### config.mk
export PLATFORM = sky130hd
export DESIGN_NAME = keyword_identifier_lexer
export DESIGN_NICKNAME = d
export VERILOG_FILES = /design/src/rtl/kil_pkg.sv /design/src/rtl/kil_front.sv /design/src/rtl/kil_queue.sv /design/src/rtl/kil_back.sv /design/src/rtl/keyword_identifier_lexer.sv
export SDC_FILE = /design/constraint.sdc
export NUM_CORES = 1
export LEC_CHECK = 0
export BUFFER_PORTS_ARGS = -buffer_cell sky130_fd_sc_hd__buf_4
export CELL_PAD_IN_SITES_DETAIL_PLACEMENT = 0
export CELL_PAD_IN_SITES_GLOBAL_PLACEMENT = 1
export CORE_AREA = 3 3 143 145
export DETAILED_ROUTE_END_ITERATION = 7
export DIE_AREA = 0 0 146 148
export PLACE_DENSITY_LB_ADDON = 0.1
export SETUP_SLACK_MARGIN = 0.02
export SLEW_MARGIN = 20
export SYNTH_ARGS = -nofsm -noshare
export SYNTH_HDL_FRONTEND = slang
export SYNTH_SLANG_ARGS = --single-unit
### constraint.sdc
create_clock -name clk_i -period 3.7 [get_ports clk_i]
set_input_delay 0.37 -clock clk_i [delete_from_list [all_inputs] [get_ports clk_i]]
set_output_delay 0.37 -clock clk_i [all_outputs]
set_load 0.05 [all_outputs]
### src/rtl/kil_pkg.sv
// Shared types, token codes and keyword lookup for the keyword and identifier lexer.
`timescale 1ns / 1ps

package kil_pkg;

  // Longest keyword; only this many leading characters take part in the lookup.
  localparam int KwMaxLen = 10;

  // Entries in the queue between the scanner and the result side.
  localparam int QueueDepth = 4;
  localparam int QueuePtrW  = $clog2(QueueDepth);

  // Characters the scanner looks for.
  localparam logic [7:0] ChSlash = 8'h2f;
  localparam logic [7:0] ChStar  = 8'h2a;
  localparam logic [7:0] ChLf    = 8'h0a;

  typedef enum logic [3:0] {
    KIND_IDENT    = 4'd0,
    KIND_IF       = 4'd1,
    KIND_ELSE     = 4'd2,
    KIND_TRUE     = 4'd3,
    KIND_FALSE    = 4'd4,
    KIND_CONV     = 4'd5,
    KIND_FN       = 4'd6,
    KIND_TASK     = 4'd7,
    KIND_APPLY    = 4'd8,
    KIND_NOT_WORD = 4'd9,
    KIND_END      = 4'd10
  } token_kind_e;

  // One result item.
  typedef struct packed {
    token_kind_e kind;
    logic [7:0]  len;
    logic [7:0]  off;
  } result_t;

  // What one input item produces: one or two result items.
  typedef struct packed {
    logic    two;
    result_t first;
    result_t second;
  } pair_t;

  // Keyword lookup on the leading characters, first character in the top byte.
  function automatic token_kind_e keyword_kind(input logic [7:0] cnt,
                                               input logic [KwMaxLen*8-1:0] w);
    token_kind_e k;
    k = KIND_IDENT;
    if (cnt == 8'd2 && w[KwMaxLen*8-1 -: 16] == "if") k = KIND_IF;
    if (cnt == 8'd4 && w[KwMaxLen*8-1 -: 32] == "else") k = KIND_ELSE;
    if (cnt == 8'd4 && w[KwMaxLen*8-1 -: 32] == "true") k = KIND_TRUE;
    if (cnt == 8'd5 && w[KwMaxLen*8-1 -: 40] == "false") k = KIND_FALSE;
    if (cnt == 8'd10 && w[KwMaxLen*8-1 -: 80] == "convention") k = KIND_CONV;
    if (cnt == 8'd2 && w[KwMaxLen*8-1 -: 16] == "fn") k = KIND_FN;
    if (cnt == 8'd4 && w[KwMaxLen*8-1 -: 32] == "task") k = KIND_TASK;
    if (cnt == 8'd5 && w[KwMaxLen*8-1 -: 40] == "apply") k = KIND_APPLY;
    return k;
  endfunction

endpackage

### src/rtl/kil_front.sv
// Scanner: accepts one byte per cycle while the queue is not full, tracks comments and words, builds result pairs.
`timescale 1ns / 1ps

module kil_front #(
  parameter int WORD_STORE = 15
) (
  input  logic          clk_i,
  input  logic          rst_ni,
  input  logic          push,
  input  logic [7:0]    text_byte_i,
  input  logic          end_of_text_i,
  input  logic          q_full_i,
  output logic          q_wr_o,
  output kil_pkg::pair_t q_entry_o
);
  import kil_pkg::*;

  localparam int IdxW = $clog2(WORD_STORE);

  localparam logic [2:0] ModeIdle  = 3'd0;
  localparam logic [2:0] ModeWord  = 3'd1;
  localparam logic [2:0] ModeSlash = 3'd2;
  localparam logic [2:0] ModeLine  = 3'd3;
  localparam logic [2:0] ModeBlock = 3'd4;
  localparam logic [2:0] ModeBstar = 3'd5;

  function automatic logic is_blank(input logic [7:0] c);
    return c == 8'h20 || c == 8'h09 || c == 8'h0a || c == 8'h0d;
  endfunction

  function automatic logic is_start(input logic [7:0] c);
    return (c >= 8'h61 && c <= 8'h7a) || (c >= 8'h41 && c <= 8'h5a) || c == 8'h5f;
  endfunction

  function automatic logic is_continue(input logic [7:0] c);
    return is_start(c) || (c >= 8'h30 && c <= 8'h39);
  endfunction

  logic [2:0]       mode_q, mode_d;
  logic [7:0]       cnt_q, cnt_d;
  logic [7:0]       chars_q [WORD_STORE];
  logic             chr_we;
  logic [IdxW-1:0]  chr_addr;
  logic             accept;
  logic             at_end;
  logic [KwMaxLen*8-1:0] word_w;
  result_t          word_res, slash_res, byte_res, end_res;
  logic             idle_emit, idle_start;
  logic [2:0]       idle_mode;
  result_t          res0, res1;
  logic [1:0]       nres;

  assign accept = push && !q_full_i;
  assign at_end = end_of_text_i || text_byte_i == 8'h00;

  // Leading characters of the current word, packed for the keyword lookup.
  always_comb begin
    for (int i = 0; i < KwMaxLen; i++) begin
      word_w[(KwMaxLen-1-i)*8 +: 8] = chars_q[i];
    end
  end

  // Candidate result items.
  always_comb begin
    word_res  = '{kind: keyword_kind(cnt_q, word_w), len: cnt_q, off: 8'd0};
    slash_res = '{kind: KIND_NOT_WORD, len: 8'd0, off: ChSlash};
    byte_res  = '{kind: KIND_NOT_WORD, len: 8'd0, off: text_byte_i};
    end_res   = '{kind: KIND_END, len: 8'd0, off: 8'd0};
  end

  // How a byte is handled between tokens.
  always_comb begin
    idle_emit  = 1'b0;
    idle_start = 1'b0;
    idle_mode  = ModeIdle;
    if (is_blank(text_byte_i)) begin
      idle_mode = ModeIdle;
    end else if (text_byte_i == ChSlash) begin
      idle_mode = ModeSlash;
    end else if (is_start(text_byte_i)) begin
      idle_mode  = ModeWord;
      idle_start = 1'b1;
    end else begin
      idle_emit = 1'b1;
    end
  end

  // Next scan state and the results of this byte.
  always_comb begin
    mode_d   = mode_q;
    cnt_d    = cnt_q;
    chr_we   = 1'b0;
    chr_addr = '0;
    res0     = end_res;
    res1     = end_res;
    nres     = 2'd0;
    if (at_end) begin
      mode_d = ModeIdle;
      cnt_d  = 8'd0;
      nres   = 2'd1;
      if (mode_q == ModeWord) begin
        res0 = word_res;
        nres = 2'd2;
      end else if (mode_q == ModeSlash) begin
        res0 = slash_res;
        nres = 2'd2;
      end
    end else begin
      case (mode_q)
        ModeWord: begin
          if (is_continue(text_byte_i)) begin
            if (cnt_q < 8'(WORD_STORE)) begin
              chr_we   = 1'b1;
              chr_addr = cnt_q[IdxW-1:0];
            end
            if (cnt_q != 8'd255) cnt_d = cnt_q + 8'd1;
          end else begin
            res0   = word_res;
            res1   = byte_res;
            nres   = idle_emit ? 2'd2 : 2'd1;
            mode_d = idle_mode;
            cnt_d  = idle_start ? 8'd1 : 8'd0;
            chr_we = idle_start;
          end
        end
        ModeSlash: begin
          if (text_byte_i == ChSlash) begin
            mode_d = ModeLine;
          end else if (text_byte_i == ChStar) begin
            mode_d = ModeBlock;
          end else begin
            res0   = slash_res;
            res1   = byte_res;
            nres   = idle_emit ? 2'd2 : 2'd1;
            mode_d = idle_mode;
            cnt_d  = idle_start ? 8'd1 : cnt_q;
            chr_we = idle_start;
          end
        end
        ModeLine: begin
          if (text_byte_i == ChLf) mode_d = ModeIdle;
        end
        ModeBlock: begin
          if (text_byte_i == ChStar) mode_d = ModeBstar;
        end
        ModeBstar: begin
          if (text_byte_i == ChSlash) mode_d = ModeIdle;
          else if (text_byte_i != ChStar) mode_d = ModeBlock;
        end
        default: begin
          res0   = byte_res;
          nres   = idle_emit ? 2'd1 : 2'd0;
          mode_d = idle_mode;
          cnt_d  = idle_start ? 8'd1 : cnt_q;
          chr_we = idle_start;
        end
      endcase
    end
  end

  // Hand the results to the queue.
  assign q_wr_o           = accept && nres != 2'd0;
  assign q_entry_o.two    = nres == 2'd2;
  assign q_entry_o.first  = res0;
  assign q_entry_o.second = res1;

  // Scan state.
  always_ff @(posedge clk_i or negedge rst_ni) begin
    if (!rst_ni) begin
      mode_q <= ModeIdle;
      cnt_q  <= 8'd0;
    end else if (accept) begin
      mode_q <= mode_d;
      cnt_q  <= cnt_d;
    end
  end

  // Word character store.
  always_ff @(posedge clk_i) begin
    if (accept && chr_we) begin
      chars_q[chr_addr] <= text_byte_i;
    end
  end

  // An end of input always leaves the scanner idle with no pending word.
  assert property (@(posedge clk_i) disable iff (!rst_ni)
    accept && at_end |=> mode_q == ModeIdle && cnt_q == 8'd0)
    else $error("scanner not idle after end of input");

  // A second result of one byte is always a not_a_word or the end marker.
  assert property (@(posedge clk_i) disable iff (!rst_ni)
    q_wr_o && q_entry_o.two |->
      q_entry_o.second.kind == KIND_END || q_entry_o.second.kind == KIND_NOT_WORD)
    else $error("unexpected second result");

endmodule

### src/rtl/kil_queue.sv
// Short queue of result pairs between the scanner and the result side.
`timescale 1ns / 1ps

module kil_queue (
  input  logic           clk_i,
  input  logic           rst_ni,
  input  logic           wr_i,
  input  kil_pkg::pair_t wr_entry_i,
  output logic           full_o,
  input  logic           rd_i,
  output logic           valid_o,
  output kil_pkg::pair_t head_o
);
  import kil_pkg::*;

  pair_t                store_q [QueueDepth];
  logic [QueuePtrW-1:0] wr_ptr_q, rd_ptr_q;
  logic [QueuePtrW:0]   count_q;
  logic                 do_rd;

  assign full_o  = count_q == (QueuePtrW+1)'(QueueDepth);
  assign valid_o = count_q != '0;
  assign head_o  = store_q[rd_ptr_q];
  assign do_rd   = rd_i && valid_o;

  // Pointers and fill count.
  always_ff @(posedge clk_i or negedge rst_ni) begin
    if (!rst_ni) begin
      wr_ptr_q <= '0;
      rd_ptr_q <= '0;
      count_q  <= '0;
    end else begin
      if (wr_i) wr_ptr_q <= wr_ptr_q + 1'b1;
      if (do_rd) rd_ptr_q <= rd_ptr_q + 1'b1;
      if (wr_i && !do_rd) count_q <= count_q + 1'b1;
      else if (!wr_i && do_rd) count_q <= count_q - 1'b1;
    end
  end

  // Entry storage.
  always_ff @(posedge clk_i) begin
    if (wr_i) store_q[wr_ptr_q] <= wr_entry_i;
  end

  // The scanner never writes into a full queue.
  assert property (@(posedge clk_i) disable iff (!rst_ni) wr_i |-> !full_o)
    else $error("write into full queue");

endmodule

### src/rtl/kil_back.sv
// Result side: hands out the one or two results of each queued pair, one per pop.
`timescale 1ns / 1ps

module kil_back (
  input  logic           clk_i,
  input  logic           rst_ni,
  input  logic           q_valid_i,
  input  kil_pkg::pair_t q_head_i,
  output logic           q_rd_o,
  input  logic           pop,
  output logic           empty,
  output logic [3:0]     token_kind_o,
  output logic [7:0]     word_length_o,
  output logic [7:0]     offending_byte_o,
  output logic           last_of_run_o
);
  import kil_pkg::*;

  logic    half_q;
  logic    take;
  result_t cur;

  assign empty            = !q_valid_i;
  assign take             = pop && q_valid_i;
  assign cur              = half_q ? q_head_i.second : q_head_i.first;
  assign token_kind_o     = cur.kind;
  assign word_length_o    = cur.len;
  assign offending_byte_o = cur.off;
  assign last_of_run_o    = half_q || !q_head_i.two;
  assign q_rd_o           = take && (half_q || !q_head_i.two);

  // Selects the second result of a pair once the first is taken.
  always_ff @(posedge clk_i or negedge rst_ni) begin
    if (!rst_ni) begin
      half_q <= 1'b0;
    end else if (take) begin
      half_q <= q_head_i.two && !half_q;
    end
  end

  // The second half is only selected while a two-result pair waits.
  assert property (@(posedge clk_i) disable iff (!rst_ni)
    half_q |-> q_valid_i && q_head_i.two)
    else $error("second half selected without a pair");

endmodule

### src/rtl/keyword_identifier_lexer.sv
// Top level of the keyword and identifier lexer: scanner, result queue and result side.
// Throughput: one text byte accepted every cycle while the queue has room.
// Results of a byte are written into the queue and reach the result ports once earlier pairs are popped.
// Results leave one per pop; a byte that causes two results takes two pops.
// The queue holds four pairs; full is raised only when all four wait.
// Reset (asynchronous, active low) empties the queue and leaves the scanner idle.
`timescale 1ns / 1ps

module keyword_identifier_lexer #(
  parameter int WORD_STORE = 15
) (
  input  logic       clk_i,
  input  logic       rst_ni,
  input  logic       push,
  output logic       full,
  input  logic [7:0] text_byte_i,
  input  logic       end_of_text_i,
  input  logic       pop,
  output logic       empty,
  output logic [3:0] token_kind_o,
  output logic [7:0] word_length_o,
  output logic [7:0] offending_byte_o,
  output logic       last_of_run_o
);
  import kil_pkg::*;

  logic  q_wr, q_full, q_rd, q_valid;
  pair_t q_entry, q_head;

  assign full = q_full;

  // Scanner.
  kil_front #(
    .WORD_STORE(WORD_STORE)
  ) u_front (
    .clk_i        (clk_i),
    .rst_ni       (rst_ni),
    .push         (push),
    .text_byte_i  (text_byte_i),
    .end_of_text_i(end_of_text_i),
    .q_full_i     (q_full),
    .q_wr_o       (q_wr),
    .q_entry_o    (q_entry)
  );

  // Pair queue.
  kil_queue u_queue (
    .clk_i     (clk_i),
    .rst_ni    (rst_ni),
    .wr_i      (q_wr),
    .wr_entry_i(q_entry),
    .full_o    (q_full),
    .rd_i      (q_rd),
    .valid_o   (q_valid),
    .head_o    (q_head)
  );

  // Result side.
  kil_back u_back (
    .clk_i           (clk_i),
    .rst_ni          (rst_ni),
    .q_valid_i       (q_valid),
    .q_head_i        (q_head),
    .q_rd_o          (q_rd),
    .pop             (pop),
    .empty           (empty),
    .token_kind_o    (token_kind_o),
    .word_length_o   (word_length_o),
    .offending_byte_o(offending_byte_o),
    .last_of_run_o   (last_of_run_o)
  );

endmodule
==> out/results.tsv, run 1 <==
metric	value	unit
drt_iter0_markers	457	
root_buffer	clkbuf_16	
postCtsHoldBufs	1	
die_h	148	um
max_freq	334	MHz
peakVddDrop	430	uV
synthAdderAreaFrac	0.0138	
yosysSeqAreaShare	0.686	
grt_pass1_wl	32.6	mm
antenna_found_initial	0	
wl_per_cell	22.1	um
status	finished, final reports clean	
finalPower	8.07	mW
ys.flop_type	edfxtp_1	
ios	36	
finalCritPeriodShare	0.808	
drive_gt1_frac	0.224	
p_leak	3.75	nW
fin_ws	0.710	ns
synth_top_area_frac	0.636	
place_area	10300	um^2
fp-row-count	51	
hold_ws	0.199	ns
hp-class	input port to flop	
path_cells	inv_1 -> ha_1 -> and3_1 -> nand4b_1 -> nor4_1 -> a2111oi_0 -> a21oi_1	
critPathMaxFanout	10	
clockBufferDepth	3	
post_synth_main_area_contributors	edfxtp_1, mux4_2, dfrtp_1, nor2_1, mux2_2	
cp_top_family	compound AO/OA/AOI/OAI gates	
num_vias	5643	
final_area	11100	um^2
cts_tree	done	
yosysWarnings	0	
maxCapViolations	0	
synth_compound_area_frac	0.0525	
synth_area	9630	um^2
gp_congestion	0.907	
syn_nets	636	
die_w	146	um
final-hold-violation-count	0	
required	3.89	ns
die_area	21600	um^2
skew	0.0227	ns
min_period	2.99	ns
syn_to_final_growth	15.1	%
setup-tns-final	0	ns
cp_slowest_stage_delay	0.84	ns
syn_area_per_cell	15.7	um^2
synth_top_area_cell	edfxtp_1	
drt-vias-per-instance	5.90	
cellPowerDensity	729	nW/um^2
cts_buffers	23	
wl	21.1	mm
synthXorXnorAreaFrac	0.0100	
arrival	3.18	ns
endpoint_kind	flop	
diodes	0	
insertion_delay	0.51	ns
syn_inst	613	
async_flop_share	0.0852	
grt-ovfl-total	0	
fin_nets	698	
regArea	6600	um^2
synth_edf_count	204	
grt_util_all_layers	0.194	
synthMuxAreaShare	0.0902	
io_buffers	35	
synth_seq_cells	223	
max_slew.worst_pin.slew	0.984	ns
rsz0062_at_grt	no	
htreeDepth	1	
initial_core_util	0.498	
route.detailed.drc	0	
cts.repair.resized	0	
fill_cells	1485	
pre_cts_slack	0.498	ns
ff2ff_setup_slack	0.71	ns
synth.distinct_cells	69	
grt_max_degree	33	
multi_input_area	2890	um^2
clk_pin_slew	0.06	ns
drt-pass1-iter-count	5	
clock-sinks	223	
post-cts-setup-buffer-count	0	
slew_viol_final	0	
criticalPathCategory	flop to flop	
finalSetupViolCount	0	
path_buf_inv	1	
grt_pass1_vias	5755	
critPathSlowestCell	a2111oi_0	
cp-start-kind	flop	
antenna_left	0	
hpwl	13.8	mm
slew_headroom	0.327	
synth_simple_gate_area_frac	0.133	
synth_top_family_by_area	simple AND/OR/NAND/NOR gates	
coreArea	19300	um^2
[cells in the final DEF, fill, tap and decap left out, types with 11 or more instances in the layout]
| cell type | Yosys | layout |
|---|---|---|
| o21ai_0 | 11 | 11 |
| nand4b_1 | 11 | 11 |
| dfrtp_1 | 19 | 18 |
| nor3_1 | 14 | 14 |
| mux2_2 | 12 | 12 |
| nand2_1 | 30 | 30 |
| edfxtp_1 | 204 | 204 |
| a21oi_1 | 22 | 22 |
| nor2_1 | 41 | 41 |
| nor2b_1 | 14 | 14 |
| mux4_2 | 31 | 31 |
| clkbuf_16 | 0 | 23 |
| and2_1 | 20 | 20 |
| nand3_1 | 16 | 16 |
| buf_4 | 2 | 59 |
[layer usage]
layer / vias up / GRT usage / wire, um
met3: 38 / 0.0251 / 1110
met1: 2885 / 0.283 / 9520
met2: 179 / 0.314 / 10100
li1: 2541 / - / -
met5: - / 0 / 0
met4: 0 / 0.0494 / 420
[path summary, 6_finish.rpt]
check	start	endpoint	depth (start not counted)
worst max register to register	u_front.cnt_q[0]	u_queue.store_q[1][36]	7
worst max-delay path	u_front.cnt_q[0]	u_queue.store_q[1][36]	7
worst min register to register	u_queue.count_q[2]	u_queue.count_q[2]	1
min in group asynchronous	rst_ni	u_queue.count_q[2]	2
max in group asynchronous	rst_ni	u_queue.rd_ptr_q[0]	2
worst min-delay path	pop	u_back.half_q	4
[registers in the layout, summed over array words and instances (netlist names)]
name / count
u_front.chars_q: 80
u_queue.count_q: 3
u_queue.store_q: 124
u_front.mode_q: 3
u_queue.rd_ptr_q: 2
u_back.half_q: 1
u_queue.wr_ptr_q: 2
u_front.cnt_q: 8
[cells by family (layout without fill, tap and decap cells)]
logic type               after synthesis  after routing
multiplexers                          46             46
flip-flops                           223            223
AND/OR/NAND/NOR                      220            220
buffers and inverters                 34            113
adder cells (fa/ha/maj)               10             10
AO/OA/AOI/OAI                         69             69
XOR/XNOR                              11             11
[Yosys cell counts (all sizes together) (11+ instances only)]
| cell | n |
|---|---|
| a21oi | 22 |
| nand2 | 30 |
| nand3 | 16 |
| edfxtp | 204 |
| nor2b | 14 |
| dfrtp | 19 |
| mux2 | 13 |
| o21ai | 12 |
| nor2 | 41 |
| clkbuf | 12 |
| buf | 11 |
| nor3 | 18 |
| mux4 | 31 |
| and2 | 21 |
| inv | 11 |
| nand4b | 11 |
[per-stage QoR]
step                utilization  instances
detailed placement        0.533        914
global placement          0.533        914
floorplan                     -        613
CTS                       0.573        957
global route              0.573        957
finish                    0.573        957
[worst reg2reg max path: stages, from the launching register on]
cell and delay, ns:
dfrtp_1 0.59, inv_1 0.22, ha_1 0.28, and3_1 0.21, nand4b_1 0.13, nor4_1 0.09, a2111oi_0 0.84, a21oi_1 0.31
[report_power, final]
| part | internal [mW] | total (mW) | switching [mW] |
|---|---|---|---|
| Combinational | 0.932 | 2.52 | 1.58 |
| Sequential | 3.12 | 3.23 | 0.108 |
| Clock | 1.42 | 2.33 | 0.907 |
| Total | 5.47 | 8.07 | 2.60 |
[layout make-up]
type                       instances  share of cell area
clock buffer                      34              0.0584
clock inverter                     8              0.0107
inverter                          11             0.00373
multi-input combinational        356               0.261
sequential                       223               0.596
tap                              265              0.0299
timing repair buffer              60              0.0409
(Power assumes the default switching activity.)
==> run 2, diff against run 1 <==
Clock period 3.7 ns to 2.92 ns, I/O delays scaled along.
==> run 2 against run 1 <==
Maximum frequency grew 9.4%. Setup slack got worse by 0.52 ns. Non-clock buffer count is 21 higher. First-iteration DRC count down 26%. Clock power up 15%. Critical path depth up 4. Sequential share of layout area fell by 0.82 points. Largest cell class unchanged.
==> out/results.tsv, run 2 (same netlist as run 1, synthesis figures left out) <==
metric	value	unit
status	finished, final reports clean	
wl	21.5	mm
cp_common_cell	xor2_1	
path_cells	nor3_1 -> a21o_1 -> nor3_4 -> nand2_1 -> o211a_2 -> ha_1 -> inv_1 -> fa_1 -> xor2_1 -> nor2_1 -> xor2_1	
wl_per_cell	21.9	um
final_cell_mix	edfxtp_1, buf_4, nor2_1	
intPower	6.76	mW
drt_iter0_markers	337	
placed_cells	935	
hpwl	14.6	mm
drt-vias-per-instance	5.81	
rsz0062_at_grt	no	
holdPathStages	1	
fin_ws	0.186	ns
clock-sinks	223	
coreArea	19300	um^2
p_leak	3.85	nW
layout_top_registers	u_queue.store_q (124), u_front.chars_q (80), u_front.cnt_q (8)	
hp-class	input port to flop	
htreeDepth	1	
maxCapViolations	0	
num_vias	5680	
slew_viol_final	0	
cp-start-kind	flop	
diodes	0	
grt_pass1_wl	33.8	mm
die_area	21600	um^2
max_flop_register	u_queue.store_q	
io_buffers	35	
reg2reg_from	u_front.mode_q[1]	
largest_reg_flops	124	
die_h	148	um
swShare	0.330	
grt_max_degree	33	
route.detailed.drc	0	
initial_core_util	0.498	
drt-pass1-iter-count	4	
drive_gt1_frac	0.252	
syn_to_final_growth	16.7	%
timing.rr.end	u_queue.count_q[2]	
die_w	146	um
critPathMaxFanout	13	
slew_headroom	0.393	
worstSetupEndpoint	u_queue.count_q[2]	
cts_tree	done	
cellPowerDensity	898	nW/um^2
criticalPathCategory	flop to flop	
arrival	3.16	ns
max_freq	366	MHz
grt_pass1_vias	5853	
finalCritPeriodShare	0.936	
endpoint_kind	flop	
antenna_found_initial	0	
post-cts-setup-buffer-count	0	
grt_util_all_layers	0.200	
max_slew.worst_pin.slew	0.908	ns
final_cells	978	
skew	0.0204	ns
critPathSlowestCell	dfrtp_1	
root_buffer	clkbuf_16	
antenna_left	0	
grt-ovfl-total	0	
power.share.sequential	0.406	
finalSetupViolCount	0	
cp_slowest_stage_delay	0.52	ns
r2r_cells	11	
clockBufferDepth	3	
final-hold-violation-count	0	
required	3.35	ns
ios	36	
min_period	2.73	ns
power_frac_comb	0.328	
final_common_cell	edfxtp_1	
peakVddDrop	556	uV
critPathLaunch	u_front.mode_q[1]	
ff2ff_setup_slack	0.19	ns
switchingPower	3.32	mW
clockPowerShare	0.266	
fin_util	0.581	
fin_nets	719	
gp_congestion	0.893	
cts_buffers	23	
insertion_delay	0.51	ns
pre_cts_slack	-0.00912	ns
fp-row-count	51	
clk_pin_slew	0.06	ns
finalPower	10.1	mW
==> run 2: cell types whose count changed in the layout (fill, tap and decap cells not counted), moves of 2 or more <==
cell       delta
buf_4        +16
clkbuf_1      -4
clkbuf_8      -3
buf_12        +4
clkinv_2      +5
clkinv_1      +3
bufinv_16     -2
==> run 2: worst min-delay path by stage <==
stage,start,to
after floorplan,rst_ni,u_back.half_q
after global placement,rst_ni,u_queue.count_q[0]
after detailed placement,rst_ni,u_queue.count_q[0]
after CTS,text_byte_i[3],u_front.chars_q[1][3]
after global routing,text_byte_i[3],u_front.chars_q[1][3]
final,text_byte_i[3],u_front.chars_q[1][3]
==> run 2: area by class of cell <==
type	count	area [um^2]
Inverter	11	41.3
Timing Repair Buffer	81	664
Multi-Input combinational cell	356	2900
Clock inverter	15	104
Tap cell	265	332
Sequential cell	223	6600
Clock buffer	27	591
Fill cell	1507	8100
==> run 2: timing repair <==
item / in CTS / in global routing
hold buffers: 1 / 0
gates resized for setup: 0 / 2
endpoints found under the setup margin: 0 / 12
endpoints found under the hold margin: 19 / 0
==> run 2: critical path, delay by kind of cell, from the launching register on <==
family	cells	cell delay [ns]
AO/OA/AOI/OAI	2	0.51
XOR/XNOR	2	0.32
adder cells (fa/ha/maj)	2	0.63
buffers and inverters	1	0.07
flip-flops	1	0.52
AND/OR/NAND/NOR	4	0.61
==> run 2: power groups by stage <==
stage	registers, mW	clock network [mW]	logic, mW
floorplan	4.12	0	2.33
global placement	4.13	0	3.32
detailed placement	4.16	0	3.35
CTS	4.10	2.76	3.37
global route	4.12	2.89	3.53
finish	4.09	2.69	3.31
==> run 2: per-layer routing <==
layer	part of all wire	GRT usage	vias up
met4	0.013	0.0409	0
li1	-	-	2600
met3	0.059	0.0322	22
met5	0	0	-
met2	0.48	0.323	166
met1	0.45	0.294	2892
==> run 2: stage by stage <==
stage | hold slack (ns) | cell area [um^2] | setup TNS (ns)
2_1_floorplan | -0.00359 | 9640 | 0
3_3_place_gp | 0.181 | 10500 | 0
3_5_place_dp | 0.187 | 10500 | -0.00912
4_1_cts | 0.0881 | 11200 | 0
5_1_grt | 0.0958 | 11200 | 0
6_report | 0.100 | 11200 | 0
